## src/rtl/core/tdmm_pkg.sv

```systemverilog
// ============================================================================
// Tridiagonal matrix multiply package
// Shared constants, register indexes, multiplier slots and the result tag.
// ============================================================================
package tdmm_pkg;

    localparam int MAX_COLS_DEF  = 256;
    localparam int DATA_BITS_DEF = 16;

    localparam int ROW_W      = 16;
    localparam int COL_W      = 8;
    localparam int CFG_W      = 16;
    localparam int CFG_ROWS_W = 16;
    localparam int CFG_COLS_W = 9;
    localparam int CFG_IDX_W  = 1;

    // Configuration register indexes.
    localparam logic [CFG_IDX_W-1:0] REG_ROWS = CFG_IDX_W'(0);
    localparam logic [CFG_IDX_W-1:0] REG_COLS = CFG_IDX_W'(1);

    // Multiplier slots. The first three sum into the held row's result, the
    // last two into the final row's result.
    localparam int NUM_MUL        = 5;
    localparam int MUL_DIAG       = 0;
    localparam int MUL_UPPER      = 1;
    localparam int MUL_LOWER      = 2;
    localparam int MUL_LAST_LOWER = 3;
    localparam int MUL_LAST_DIAG  = 4;

    // Bookkeeping that travels with each request through the pipeline.
    typedef struct packed {
        logic             has_a;   // first result exists
        logic             has_b;   // second result exists
        logic             last_a;  // matrix_last of the first result
        logic             last_b;  // matrix_last of the second result
        logic             run_a;   // run_last of the first result
        logic [ROW_W-1:0] row_a;   // row of the first result
        logic [COL_W-1:0] col;     // column of both results
    } t_tag;

endpackage

```

## src/rtl/core/tdmm_mac.sv

```systemverilog
// ============================================================================
// Tridiagonal matrix multiply arithmetic
// Product stage and sum stage of the pipeline.
// ============================================================================
module tdmm_mac import tdmm_pkg::*; #(
    parameter int DATA_BITS = DATA_BITS_DEF
) (
    input  logic                        i_clk,
    input  logic                        i_rst_n,
    input  logic                        i_valid,
    output logic                        o_ready,
    input  logic signed [DATA_BITS-1:0] i_opa [NUM_MUL],
    input  logic signed [DATA_BITS-1:0] i_opb [NUM_MUL],
    input  t_tag                        i_tag,
    output logic                        o_valid,
    input  logic                        i_ready,
    output logic signed [2*DATA_BITS:0] o_sum_a,
    output logic signed [2*DATA_BITS:0] o_sum_b,
    output t_tag                        o_tag
);

    localparam int PW = 2 * DATA_BITS;
    localparam int OW = PW + 1;

    logic                 r_s2_v, r_s3_v;
    logic signed [PW-1:0] r_p [NUM_MUL];
    t_tag                 r_s2_tag, r_s3_tag;
    logic signed [OW-1:0] r_sa, r_sb;
    logic                 s2_free, s3_free;

    assign s3_free = !r_s3_v || i_ready;
    assign s2_free = !r_s2_v || s3_free;
    assign o_ready = s2_free;

    always_ff @(posedge i_clk) begin
        if (!i_rst_n) begin
            r_s2_v <= 1'b0;
            r_s3_v <= 1'b0;
        end else begin
            if (s2_free) begin
                r_s2_v <= i_valid;
            end
            if (s3_free) begin
                r_s3_v <= r_s2_v;
            end
        end
    end

    always_ff @(posedge i_clk) begin
        if (s2_free && i_valid) begin
            for (int k = 0; k < NUM_MUL; k++) begin
                r_p[k] <= i_opa[k] * i_opb[k];
            end
            r_s2_tag <= i_tag;
        end
        if (s3_free && r_s2_v) begin
            r_sa     <= OW'(r_p[MUL_DIAG]) + OW'(r_p[MUL_UPPER]) + OW'(r_p[MUL_LOWER]);
            r_sb     <= OW'(r_p[MUL_LAST_LOWER]) + OW'(r_p[MUL_LAST_DIAG]);
            r_s3_tag <= r_s2_tag;
        end
    end

    assign o_valid = r_s3_v;
    assign o_sum_a = r_sa;
    assign o_sum_b = r_sb;
    assign o_tag   = r_s3_tag;

endmodule

```

## config.mk

```make
export PLATFORM = sky130hd
export DESIGN_NAME = tdmm_mac
export DESIGN_NICKNAME = d
export VERILOG_FILES = /design/src/rtl/core/tdmm_pkg.sv /design/src/rtl/core/tdmm_mac.sv
export SDC_FILE = /design/constraint.sdc
export NUM_CORES = 2
export LEC_CHECK = 0
export BUFFER_PORTS_ARGS = -buffer_cell sky130_fd_sc_hd__buf_4
export CORE_AREA = 2 2 352 354
export DETAILED_ROUTE_END_ITERATION = 7
export DIE_AREA = 0 0 354 356
export HOLD_SLACK_MARGIN = 0.12
export PLACE_DENSITY = 0.73
export SYNTH_ARGS = -nofsm -noshare
export SYNTH_HDL_FRONTEND = slang
export SYNTH_SLANG_ARGS = --single-unit
```

## constraint.sdc

```tcl
create_clock -name i_clk -period 7.7 [get_ports i_clk]
set_clock_uncertainty 0.1 [all_clocks]
set_input_delay 1.54 -clock i_clk [delete_from_list [all_inputs] [get_ports i_clk]]
set_output_delay 1.54 -clock i_clk [all_outputs]
set_load 0.005 [all_outputs]
```

==> out/metrics.json <==
{
  "global_route": {
    "wire_length_of_the_first_global_routing_pass_um": 235800,
    "grt.total_usage_pct": 23.35,
    "antenna_found_initial": 8,
    "grt_max_degree": 160,
    "first_global_vias": 46300,
    "grt-ovfl-total": 0
  },
  "place": {
    "io_port_bufs": 289,
    "placement.cell_area_um2": 65080,
    "dp_hpwl_um": 118200,
    "gpl.final_weighted_congestion": 0.8878,
    "placedCellCount": 7920
  },
  "synthesis": {
    "netlist.top_cell.by_area": "fa_1",
    "asyncSetResetFlopFracSynth_pct": 0,
    "yosysSeqAreaShare_pct": 14.08,
    "post_synth_main_area_contributors": "fa_1 44%, edfxtp_1 14%, ha_1 9.7%, inv_1 8.9%, and2_1 6.2%",
    "synth.ff_latch_count": 286,
    "synth_area_per_cell_um2": 10.01,
    "post_synth_instance_area_um2": 60860,
    "number_of_synthesized_flops_with_an_enable_pin": 284,
    "post_synth_num_cell_types": 75,
    "syn_nets": 8088,
    "post_synthesis_instance_total": 6078,
    "synth.top_cell.area_share_pct": 44.21,
    "synth_top_flop_cell": "edfxtp_1",
    "yosys_warnings": 0
  },
  "detailed_routing": {
    "drt_drc_violations_left": 0,
    "post_drt_wl_per_cell_um": 17.51,
    "detail_route.wirelength_um": 139800,
    "route.vias.total": 41940,
    "drt_pass1_iterations": 7,
    "antenna_nets_post_route": 0,
    "vias_per_cell": 5.254,
    "drt_first_iter_violations": 2373
  },
  "final_layout": {
    "layout-drive-gt1-share_pct": 7.061,
    "stdcell_area_um2": 66260,
    "instances_no_fill": 7982,
    "finish.net_count": 8330,
    "final_common_cell": "inv_1",
    "diodes_inserted": 0,
    "core_util_final_pct": 54.01,
    "areaGrowthSynthToFinish_pct": 8.871,
    "fillCellCount": 10800,
    "final_cell_mix": "1435 x inv_1, 1344 x fa_1, 684 x nand2_1"
  },
  "die": {
    "floorplan.die.height_um": 356,
    "core_area_um2": 122700,
    "dieArea_um2": 126000,
    "ios": 290,
    "die_width_um": 354,
    "placementRows": 129,
    "initial_core_util_pct": 49.61
  },
  "worst_setup_path": {
    "worstPathRequired_ns": 7.91,
    "cp.arrival_ns": 7.54,
    "worstSetupEndpointType": "flip-flop",
    "r2r-start": "r_p[0][65]$_DFFE_PP_",
    "cp_max_fo": 16,
    "crit_path_start": "i_opa[40]",
    "element_type_at_the_critical_path_start": "input port",
    "path_class": "in -> reg"
  },
  "hold_path": {
    "hold_path_class": "reg -> reg",
    "worst_hold_startpoint": "r_s2_tag[1]$_DFFE_PP_"
  },
  "cts": {
    "cts_inserted_buffers": 35,
    "htree_num_levels": 2,
    "cts_resized": 0,
    "worst_skew_pair.late_latency_ns": 0.57,
    "post_cts.repair.setup_buffers": 0,
    "cts_tree": "done",
    "cts.reportedPaths.clkPinSlew_ns": 0.06,
    "hold_buffers": 0,
    "root_buffer": "clkbuf_16",
    "clock_tree.buffer_depth": 3,
    "cts_num_sinks": 286
  },
  "sta": {
    "fin_tns_setup_ns": 0,
    "finalSetupViolations": 0,
    "period_utilisation_layout_pct": 95.14,
    "max_slew.worst_pin.slew_ns": 1.042,
    "rsz0062_at_grt": "false",
    "report.final.slew_viol_count": 0,
    "timing.max_slew.rel_slack_pct": 30.56,
    "finalWorstPathRequiredPeriod_ns": 7.326,
    "timing.fmax_mhz": 136.5,
    "final-hold-violation-count": 0
  },
  "run_status": {
    "outcome": "completed"
  },
  "run": {
    "cap_viol_max_count": 0
  }
}
-- cells by family (layout without fill, tap and decap cells) --
| family | Yosys count | after routing | synth area share [%] |
|---|---|---|---|
| fa+ha+maj | 1817 | 1817 | 53.93 |
| simple gates | 1637 | 1637 | 13.28 |
| buf+inv | 1599 | 1866 | 9.862 |
| compound gates | 506 | 506 | 5.489 |
| flops | 286 | 286 | 14.08 |
| xor+xnor | 231 | 231 | 3.324 |
| mux | 2 | 2 | 0.03495 |
-- final timing paths --
path                                end  slack [ns]  depth (start not counted)
hold / removal       o_tag[1]$_DFFE_PP_        0.32                          0
hold reg to reg      o_tag[1]$_DFFE_PP_        0.32                          0
setup reg to reg  o_sum_a[29]$_DFFE_PP_        3.34                         13
setup / recovery   r_p[0][93]$_DFFE_PP_        0.37                         22
-- Yosys cell counts (all sizes together), types with 7 or more instances --
cell / number
a31oi: 9
o21bai: 22
nor2: 152
nor2b: 27
inv: 1435
or3: 7
nand4: 15
and3: 13
a211oi: 22
nand3: 34
fa: 1344
nand2: 684
ha: 473
o21a: 31
o21ai: 87
o31ai: 9
xor2: 46
clkbuf: 161
edfxtp: 284
o41ai: 7
a21o: 71
nand2b: 40
xnor2: 185
a2111oi: 7
nor3: 39
a21oi: 159
o211ai: 14
and2: 603
-- through the flow --
stage,hold WS [ns],worst slack [ns]
floorplan,0.3003,0.2134
global placement,0.3005,0.06645
detailed placement,0.3045,-0.1661
CTS,0.3181,0.4311
global route,0.3273,0.05901
finish,0.3171,0.3743
-- critical path, cell delays in order --
cell      delay (ns)
buf_4           0.17
and2_1          0.19
fa_1            0.54
inv_1           0.05
fa_1            0.50
fa_1            0.53
inv_1           0.06
fa_1            0.44
fa_1            0.51
inv_1           0.05
fa_1            0.47
inv_1           0.04
ha_1            0.35
nand4_1         0.13
nor3_1          0.18
a22oi_1         0.15
o311ai_0        0.62
a21oi_1         0.25
o211ai_1        0.30
a41oi_1         0.17
nor2b_1         0.17
xnor2_1         0.12
-- final cells by class --
type	instances	area [µm²]	area share, %
clock buffer	41	898.4	1.356
clock inverter	21	275.3	0.4154
tap	1637	2048	3.091
multi-input combinational	4193	46300	69.88
sequential	286	8568	12.93
inverter	1435	5386	8.129
timing repair buffer	369	2783	4.200
-- per-layer routing --
| layer | wire (µm) | global-route usage [%] | up-vias |
|---|---|---|---|
| met4 | 5793 | 8.568 | 16 |
| met5 | 102 | 0 | - |
| met1 | 55740 | 30.16 | 21590 |
| met3 | 7405 | 2.996 | 307 |
| li1 | - | - | 18830 |
| met2 | 70760 | 40.38 | 1197 |
-- flip-flops by register name, summed over array words and instances, names as in the netlist --
name      count
r_s2_v        1
o_tag        29
r_p         160
o_sum_b      33
o_sum_a      33
o_valid       1
r_s2_tag     29
Power is not shown: default switching activity piles up to over one toggle a cycle in this logic, so the estimate is an artifact.
