## src/rtl/core/tdmm_pkg.sv

```systemverilog
// ============================================================================
// Tridiagonal matrix multiply package
// Shared constants, register indexes, multiplier slots and the result tag.
// ============================================================================
package tdmm_pkg;

    localparam int MAX_COLS_DEF  = 256;
    localparam int DATA_BITS_DEF = 16;

    localparam int ROW_W      = 16;
    localparam int COL_W      = 8;
    localparam int CFG_W      = 16;
    localparam int CFG_ROWS_W = 16;
    localparam int CFG_COLS_W = 9;
    localparam int CFG_IDX_W  = 1;

    // Configuration register indexes.
    localparam logic [CFG_IDX_W-1:0] REG_ROWS = CFG_IDX_W'(0);
    localparam logic [CFG_IDX_W-1:0] REG_COLS = CFG_IDX_W'(1);

    // Multiplier slots. The first three sum into the held row's result, the
    // last two into the final row's result.
    localparam int NUM_MUL        = 5;
    localparam int MUL_DIAG       = 0;
    localparam int MUL_UPPER      = 1;
    localparam int MUL_LOWER      = 2;
    localparam int MUL_LAST_LOWER = 3;
    localparam int MUL_LAST_DIAG  = 4;

    // Bookkeeping that travels with each request through the pipeline.
    typedef struct packed {
        logic             has_a;   // first result exists
        logic             has_b;   // second result exists
        logic             last_a;  // matrix_last of the first result
        logic             last_b;  // matrix_last of the second result
        logic             run_a;   // run_last of the first result
        logic [ROW_W-1:0] row_a;   // row of the first result
        logic [COL_W-1:0] col;     // column of both results
    } t_tag;

endpackage

```

## src/rtl/core/tdmm_ifs.sv

```systemverilog


interface tdmm_out_if import tdmm_pkg::*; #(
    parameter int DATA_BITS = DATA_BITS_DEF
);
    logic                            valid;
    logic                            ready;
    logic signed [2*DATA_BITS:0]     out_value;
    logic        [ROW_W-1:0]         out_row;
    logic        [COL_W-1:0]         out_col;
    logic                            matrix_last;
    logic                            run_last;

    modport source (output valid, output out_value, output out_row,
                    output out_col, output matrix_last, output run_last,
                    input ready);
    modport sink   (input valid, input out_value, input out_row,
                    input out_col, input matrix_last, input run_last,
                    output ready);
endinterface

```

## src/rtl/core/tdmm_out.sv

```systemverilog
// ============================================================================
// Tridiagonal matrix multiply result register
// Holds one request's results and hands them out one at a time.
// ============================================================================
module tdmm_out import tdmm_pkg::*; #(
    parameter int DATA_BITS = DATA_BITS_DEF
) (
    input  logic                        i_clk,
    input  logic                        i_rst_n,
    input  logic                        i_valid,
    output logic                        o_ready,
    input  logic signed [2*DATA_BITS:0] i_sum_a,
    input  logic signed [2*DATA_BITS:0] i_sum_b,
    input  t_tag                        i_tag,
    tdmm_out_if.source                  o_rsp
);

    logic                        r_v, r_sel;
    logic signed [2*DATA_BITS:0] r_a, r_b;
    t_tag                        r_tag;
    logic                        last_shown, free;

    assign last_shown = r_sel || !r_tag.has_b;
    assign free       = !r_v || (o_rsp.ready && last_shown);
    assign o_ready    = free;

    always_ff @(posedge i_clk) begin
        if (!i_rst_n) begin
            r_v   <= 1'b0;
            r_sel <= 1'b0;
        end else if (i_valid && free) begin
            // A request without results passes through and is dropped here.
            r_v   <= i_tag.has_a;
            r_sel <= 1'b0;
        end else if (r_v && o_rsp.ready) begin
            if (last_shown) begin
                r_v <= 1'b0;
            end else begin
                r_sel <= 1'b1;
            end
        end
    end

    always_ff @(posedge i_clk) begin
        if (i_valid && free) begin
            r_a   <= i_sum_a;
            r_b   <= i_sum_b;
            r_tag <= i_tag;
        end
    end

    assign o_rsp.valid       = r_v;
    assign o_rsp.out_value   = r_sel ? r_b : r_a;
    assign o_rsp.out_row     = r_sel ? r_tag.row_a + ROW_W'(1) : r_tag.row_a;
    assign o_rsp.out_col     = r_tag.col;
    assign o_rsp.matrix_last = r_sel ? r_tag.last_b : r_tag.last_a;
    assign o_rsp.run_last    = r_sel || r_tag.run_a;

endmodule

```

## src/flat_wrapper.sv

```systemverilog
// flat-port wrapper written by rule: the top's interface ports become plain ports
module tdmm_out_flat import tdmm_pkg::*;
#(
    parameter int DATA_BITS = DATA_BITS_DEF
)
  (i_clk, i_rst_n, i_valid, o_ready, i_sum_a, i_sum_b, i_tag, o_rsp_valid, o_rsp_out_value, o_rsp_out_row, o_rsp_out_col, o_rsp_matrix_last, o_rsp_run_last, o_rsp_ready);
  tdmm_out_if #(.DATA_BITS(DATA_BITS)) o_rsp_i ();
  input  logic i_clk;
  input  logic i_rst_n;
  input  logic i_valid;
  output logic o_ready;
  input  logic signed [2*DATA_BITS:0] i_sum_a;
  input  logic signed [2*DATA_BITS:0] i_sum_b;
  input  t_tag i_tag;
  output wire logic [$bits(o_rsp_i.valid)-1:0] o_rsp_valid;
  output wire logic [$bits(o_rsp_i.out_value)-1:0] o_rsp_out_value;
  output wire logic [$bits(o_rsp_i.out_row)-1:0] o_rsp_out_row;
  output wire logic [$bits(o_rsp_i.out_col)-1:0] o_rsp_out_col;
  output wire logic [$bits(o_rsp_i.matrix_last)-1:0] o_rsp_matrix_last;
  output wire logic [$bits(o_rsp_i.run_last)-1:0] o_rsp_run_last;
  input wire logic [$bits(o_rsp_i.ready)-1:0] o_rsp_ready;
  assign o_rsp_valid = o_rsp_i.valid;
  assign o_rsp_out_value = o_rsp_i.out_value;
  assign o_rsp_out_row = o_rsp_i.out_row;
  assign o_rsp_out_col = o_rsp_i.out_col;
  assign o_rsp_matrix_last = o_rsp_i.matrix_last;
  assign o_rsp_run_last = o_rsp_i.run_last;
  assign o_rsp_i.ready = o_rsp_ready;
  tdmm_out #(.DATA_BITS(DATA_BITS)) u_core (.i_clk(i_clk), .i_rst_n(i_rst_n), .i_valid(i_valid), .o_ready(o_ready), .i_sum_a(i_sum_a), .i_sum_b(i_sum_b), .i_tag(i_tag), .o_rsp(o_rsp_i));
endmodule
```

## config.mk

```make
export PLATFORM = sky130hd
export DESIGN_NAME = tdmm_out_flat
export DESIGN_NICKNAME = d
export VERILOG_FILES = /design/src/rtl/core/tdmm_pkg.sv /design/src/rtl/core/tdmm_ifs.sv /design/src/rtl/core/tdmm_out.sv /design/src/flat_wrapper.sv
export SDC_FILE = /design/constraint.sdc
export NUM_CORES = 1
export LEC_CHECK = 0
export ABC_AREA = 1
export BUFFER_PORTS_ARGS = -buffer_cell sky130_fd_sc_hd__buf_2
export CAP_MARGIN = 20
export CORE_AREA = 4 4 103 105
export CTS_BUF_LIST = sky130_fd_sc_hd__clkbuf_8 sky130_fd_sc_hd__clkbuf_16
export CTS_CLUSTER_DIAMETER = 30
export CTS_CLUSTER_SIZE = 24
export DETAILED_ROUTE_END_ITERATION = 6
export DIE_AREA = 0 0 107 109
export GPL_TIMING_DRIVEN = 0
export PLACE_DENSITY_LB_ADDON = 0.05
export SKIP_CTS_REPAIR_TIMING = 1
export SLEW_MARGIN = 20
export SYNTH_ARGS = -nofsm -noshare
export SYNTH_HDL_FRONTEND = slang
export SYNTH_SLANG_ARGS = --single-unit
```

## constraint.sdc

```tcl
create_clock -name i_clk -period 6.1 [get_ports i_clk]
set_input_delay 0.305 -clock i_clk [delete_from_list [all_inputs] [get_ports i_clk]]
set_output_delay 0.305 -clock i_clk [all_outputs]
set_load 0.1 [all_outputs]
```

==> impl_summary.txt <==
----------------------------------------------------
[Placement]
  Number of buffers inserted by port buffering ... approximately 160
  Routability congestion estimate ... around 0.75
  DPL Wire Length ... 6050 um

[Final layout]
  ANT cells ... 0
  Number of nets in the final layout ... 573
  Fraction of final layout cells sized beyond drive strength 1 ... between 40% and 50%
  Filler Cell Count ... 905
  Area growth syn-to-layout ... 34.5%

[Global routing]
  Global route hottest layer ... met2
  Sum of overflow across all layers after global routing ... 0
  M3 GR Usage ... slightly above 6%
  Via count of the first global-routing pass ... 2638
  Initial antenna violation count ... 0
  Met1 Use GR ... roughly 17%
  Maximum number of pins on one net before global-route repair ... 20
  GRT Util Overall ... between 10% and 20%
  Met2 Resource Use GR ... 23.0%
  Global-route wire length before repair ... 12600 um

[Detailed routing]
  Routed via count ... 2620
  Routed wire per std cell ... 13.2 um
  Initial detailed-routing violation count ... 137
  Per-cell via count in the routed design ... 4.29
  Antenna Violating Nets Remaining ... 0
  DRT Wirelength ... between 8000 and 9000 um
  Detailed-route DRC error count ... 0
  First-pass iteration count of the detailed router ... 4

[Timing]
  Max Clock Skew ... 0.00536 ns
  # setup viols final ... 0
  Unrepaired setup endpoints after global routing ... no
  Final hold violations ... 0
  Transition time at the pin with the least slew margin ... 0.618 ns
  Ratio of final minimum period to clock period ... 38.3%
  Worst hold margin ... 0.108 ns
  Achievable Freq ... 0.428 GHz
  Fin crit period ... 2.34 ns
  Worst slew slack as a fraction of its limit ... 58.7%
  Final Max Tran Viols ... 0

[CTS]
  Clock-pin slew of the registers on the worst-case setup and hold paths ... approximately 0.090 ns
  CTS tree ... yes
  Max clock buf depth ... 2
  TritonCTS sink count ... 96
  Number of CTS-inserted buffers ... 9
  Root buf cell ... clkbuf_8
  Clk_lat worst skew ... around 0.36 ns
  Level count of the clock H-tree ... 3

[Critical path]
  Critical path startpoint category ... flop
  Maximum fanout along the worst path ... 4
  Type of the setup path with the least slack ... reg2out
  Worst Path Required ... 5.79 ns
  Worst setup EP type ... primary output
  Buf+Inv Stages, Crit Path ... 2
  Critical path arrival ... 2.03 ns
  Kind of cell with the highest combined delay on the critical path ... buffers and inverters
  Crit-path cells ... ha_1 > inv_1 > nor3_2 > nand2_1 > xnor2_1 > buf_2
  Stage delay of the slowest cell on the critical path ... 0.44 ns
  Slowest cell on the critical path ... buf_2

[Power and ir drop]
  Leak ... between 2 and 2.5 nW
  Sum of internal, switching and leakage power ... 1.52 mW
  Max rail drop VDD ... 0.154 mV
  Pwr per Cell Area ... 299 nW/um2

[Synth]
  Register bit count reported by yosys ... 96
  Syn Std Cell Area ... between 3000 and 4000 um2
  Number of warnings issued by yosys ... 0
  Sequential share of the synthesized area ... 75.6%
  Proportion of netlist area held by the largest area contributor ... 74.5%
  Top cells by area, synth ... edfxtp_1, nand2_1, xor2_1, buf_4, dfxtp_1
  Post-synthesis area per instance ... 12.7 um2
  Total nets after synthesis ... a little under 400
  Gate count after technology mapping ... 298
  Area leader, netlist ... edfxtp_1
  Library cells used by synthesis ... 26

[Floorplan]
  Overall die area ... 11700 um2
  Horiz. Die Dim ... 107 um
  Core Footprint ... 9640 um2
  Overall die height ... 109 um
  I/O pins ... 160
  Core Rows ... 36
  Effective utilization at floorplan ... 39.3%

[Min path]
  Hold Path Class ... in2reg

[Job]
  # Max-Cap Violations ... 0

[Run status]
  Run status ... completed

----------------------------------------------------
==> placed cells by master, fill, tap and decap left out <==
master,synthesis,routed
xnor2_1,3,3
buf_16,0,5
buf_2,4,163
nor2_1,5,5
or2_2,1,1
bufinv_16,0,1
inv_1,10,10
clkinvlp_4,0,2
buf_4,8,8
o21ai_1,1,1
inv_2,1,1
xor2_1,8,8
clkbuf_8,0,9
dfxtp_1,2,2
nand2_2,3,3
nor2_2,4,4
nor2_4,1,1
clkbuf_1,3,3
a21boi_0,1,1
clkinv_2,0,2
nand3_1,4,4
nand2_1,134,134
nand3b_1,1,1
a21boi_4,0,1
nor3_2,1,1
clkinv_1,1,1
nor3_1,2,2
edfxtp_1,94,94
clkinv_4,0,2
nand3_2,1,1
nand4_1,3,3
ha_1,1,1
==> sequential cells by signal (all words and copies together), names as in the netlist <==
signal                flops
u_core.o_rsp.valid        1
u_core.r_sel              1
u_core.r_tag             20
u_core.r_a               33
u_core.o_rsp.out_col      8
u_core.r_b               33
==> worst register-to-register path, stage by stage, from the launching register on <==
cell	delay [ns]
dfxtp_1	0.44
inv_2	0.15
nand2_1	0.08
nand2_1	0.10
a21boi_4	0.54
buf_16	0.24
buf_16	0.18
buf_16	0.17
==> routing by layer <==
metal | wire [um] | up-vias | part of all wire, %
li1 | - | 1339 | -
met1 | 3300 | 1159 | 41
met2 | 3740 | 106 | 46
met3 | 825 | 16 | 10
met4 | 204 | 0 | 2.5
met5 | 0 | - | 0
==> Yosys cell counts (all sizes together) <==
master,number
ha,1
dfxtp,2
nand3b,1
nand2,137
clkinv,1
nand4,3
o21ai,1
nand3,5
clkbuf,3
edfxtp,94
nor3,3
xnor2,3
nor2,10
inv,11
buf,12
or2,1
xor2,8
a21boi,2
==> where the power goes <==
group          internal [mW]  switching, mW  total [mW]
clock                  0.189          0.222       0.412
sequential             0.772         0.0140       0.786
combinational         0.0682          0.256       0.324
==> cells by family (layout without fill, tap and decap cells) <==
family | Yosys count | in the layout | synth area share, %
flops | 96 | 96 | 75.6
fa+ha+maj | 1 | 1 | 0.330
buf+inv | 27 | 207 | 3.60
compound gates | 3 | 3 | 0.529
xor+xnor | 11 | 11 | 2.54
simple gates | 160 | 160 | 17.4
==> worst paths after layout <==
kind | from | to | slack, ns | depth (start not counted)
setup reg to reg | u_core.r_sel | u_core.r_b[6] | 3.92 | 7
hold reg to reg | u_core.o_rsp.valid | u_core.o_rsp.valid | 0.58 | 2
hold / removal | i_sum_a[22] | u_core.r_a[22] | 0.11 | 1
setup / recovery | u_core.r_tag[8] | o_rsp_out_row[10] | 3.76 | 6
==> through the flow <==
| stage | TNS, ns | instances | util (%) | setup WS (ns) | instance area [um2] |
|---|---|---|---|---|---|
| finish | 0 | 611 | 52.9 | 3.76 | 5090 |
| global route | 0 | 611 | 52.9 | 3.54 | 5090 |
| CTS | 0 | 611 | 52.9 | 3.70 | 5090 |
| detailed placement | 0 | 595 | 50.8 | 3.89 | 4900 |
| global placement | -129.97 | 590 | 49.3 | -1.38 | 4750 |
| floorplan | 0 | 298 | - | 0.220 | 3790 |
==> cell type report <==
cell class	instances	area [um2]	area share, %
inverter	12	45.0	0.884
clock inverter	7	72.6	1.42
timing repair buffer	164	933	18.3
sequential	96	2860	56.2
buffer	15	91.3	1.79
multi-input combinational	175	800	15.7
clock buffer	9	124	2.43
tap	133	166	3.27
Note: power is estimated with default switching activity, not from simulation.
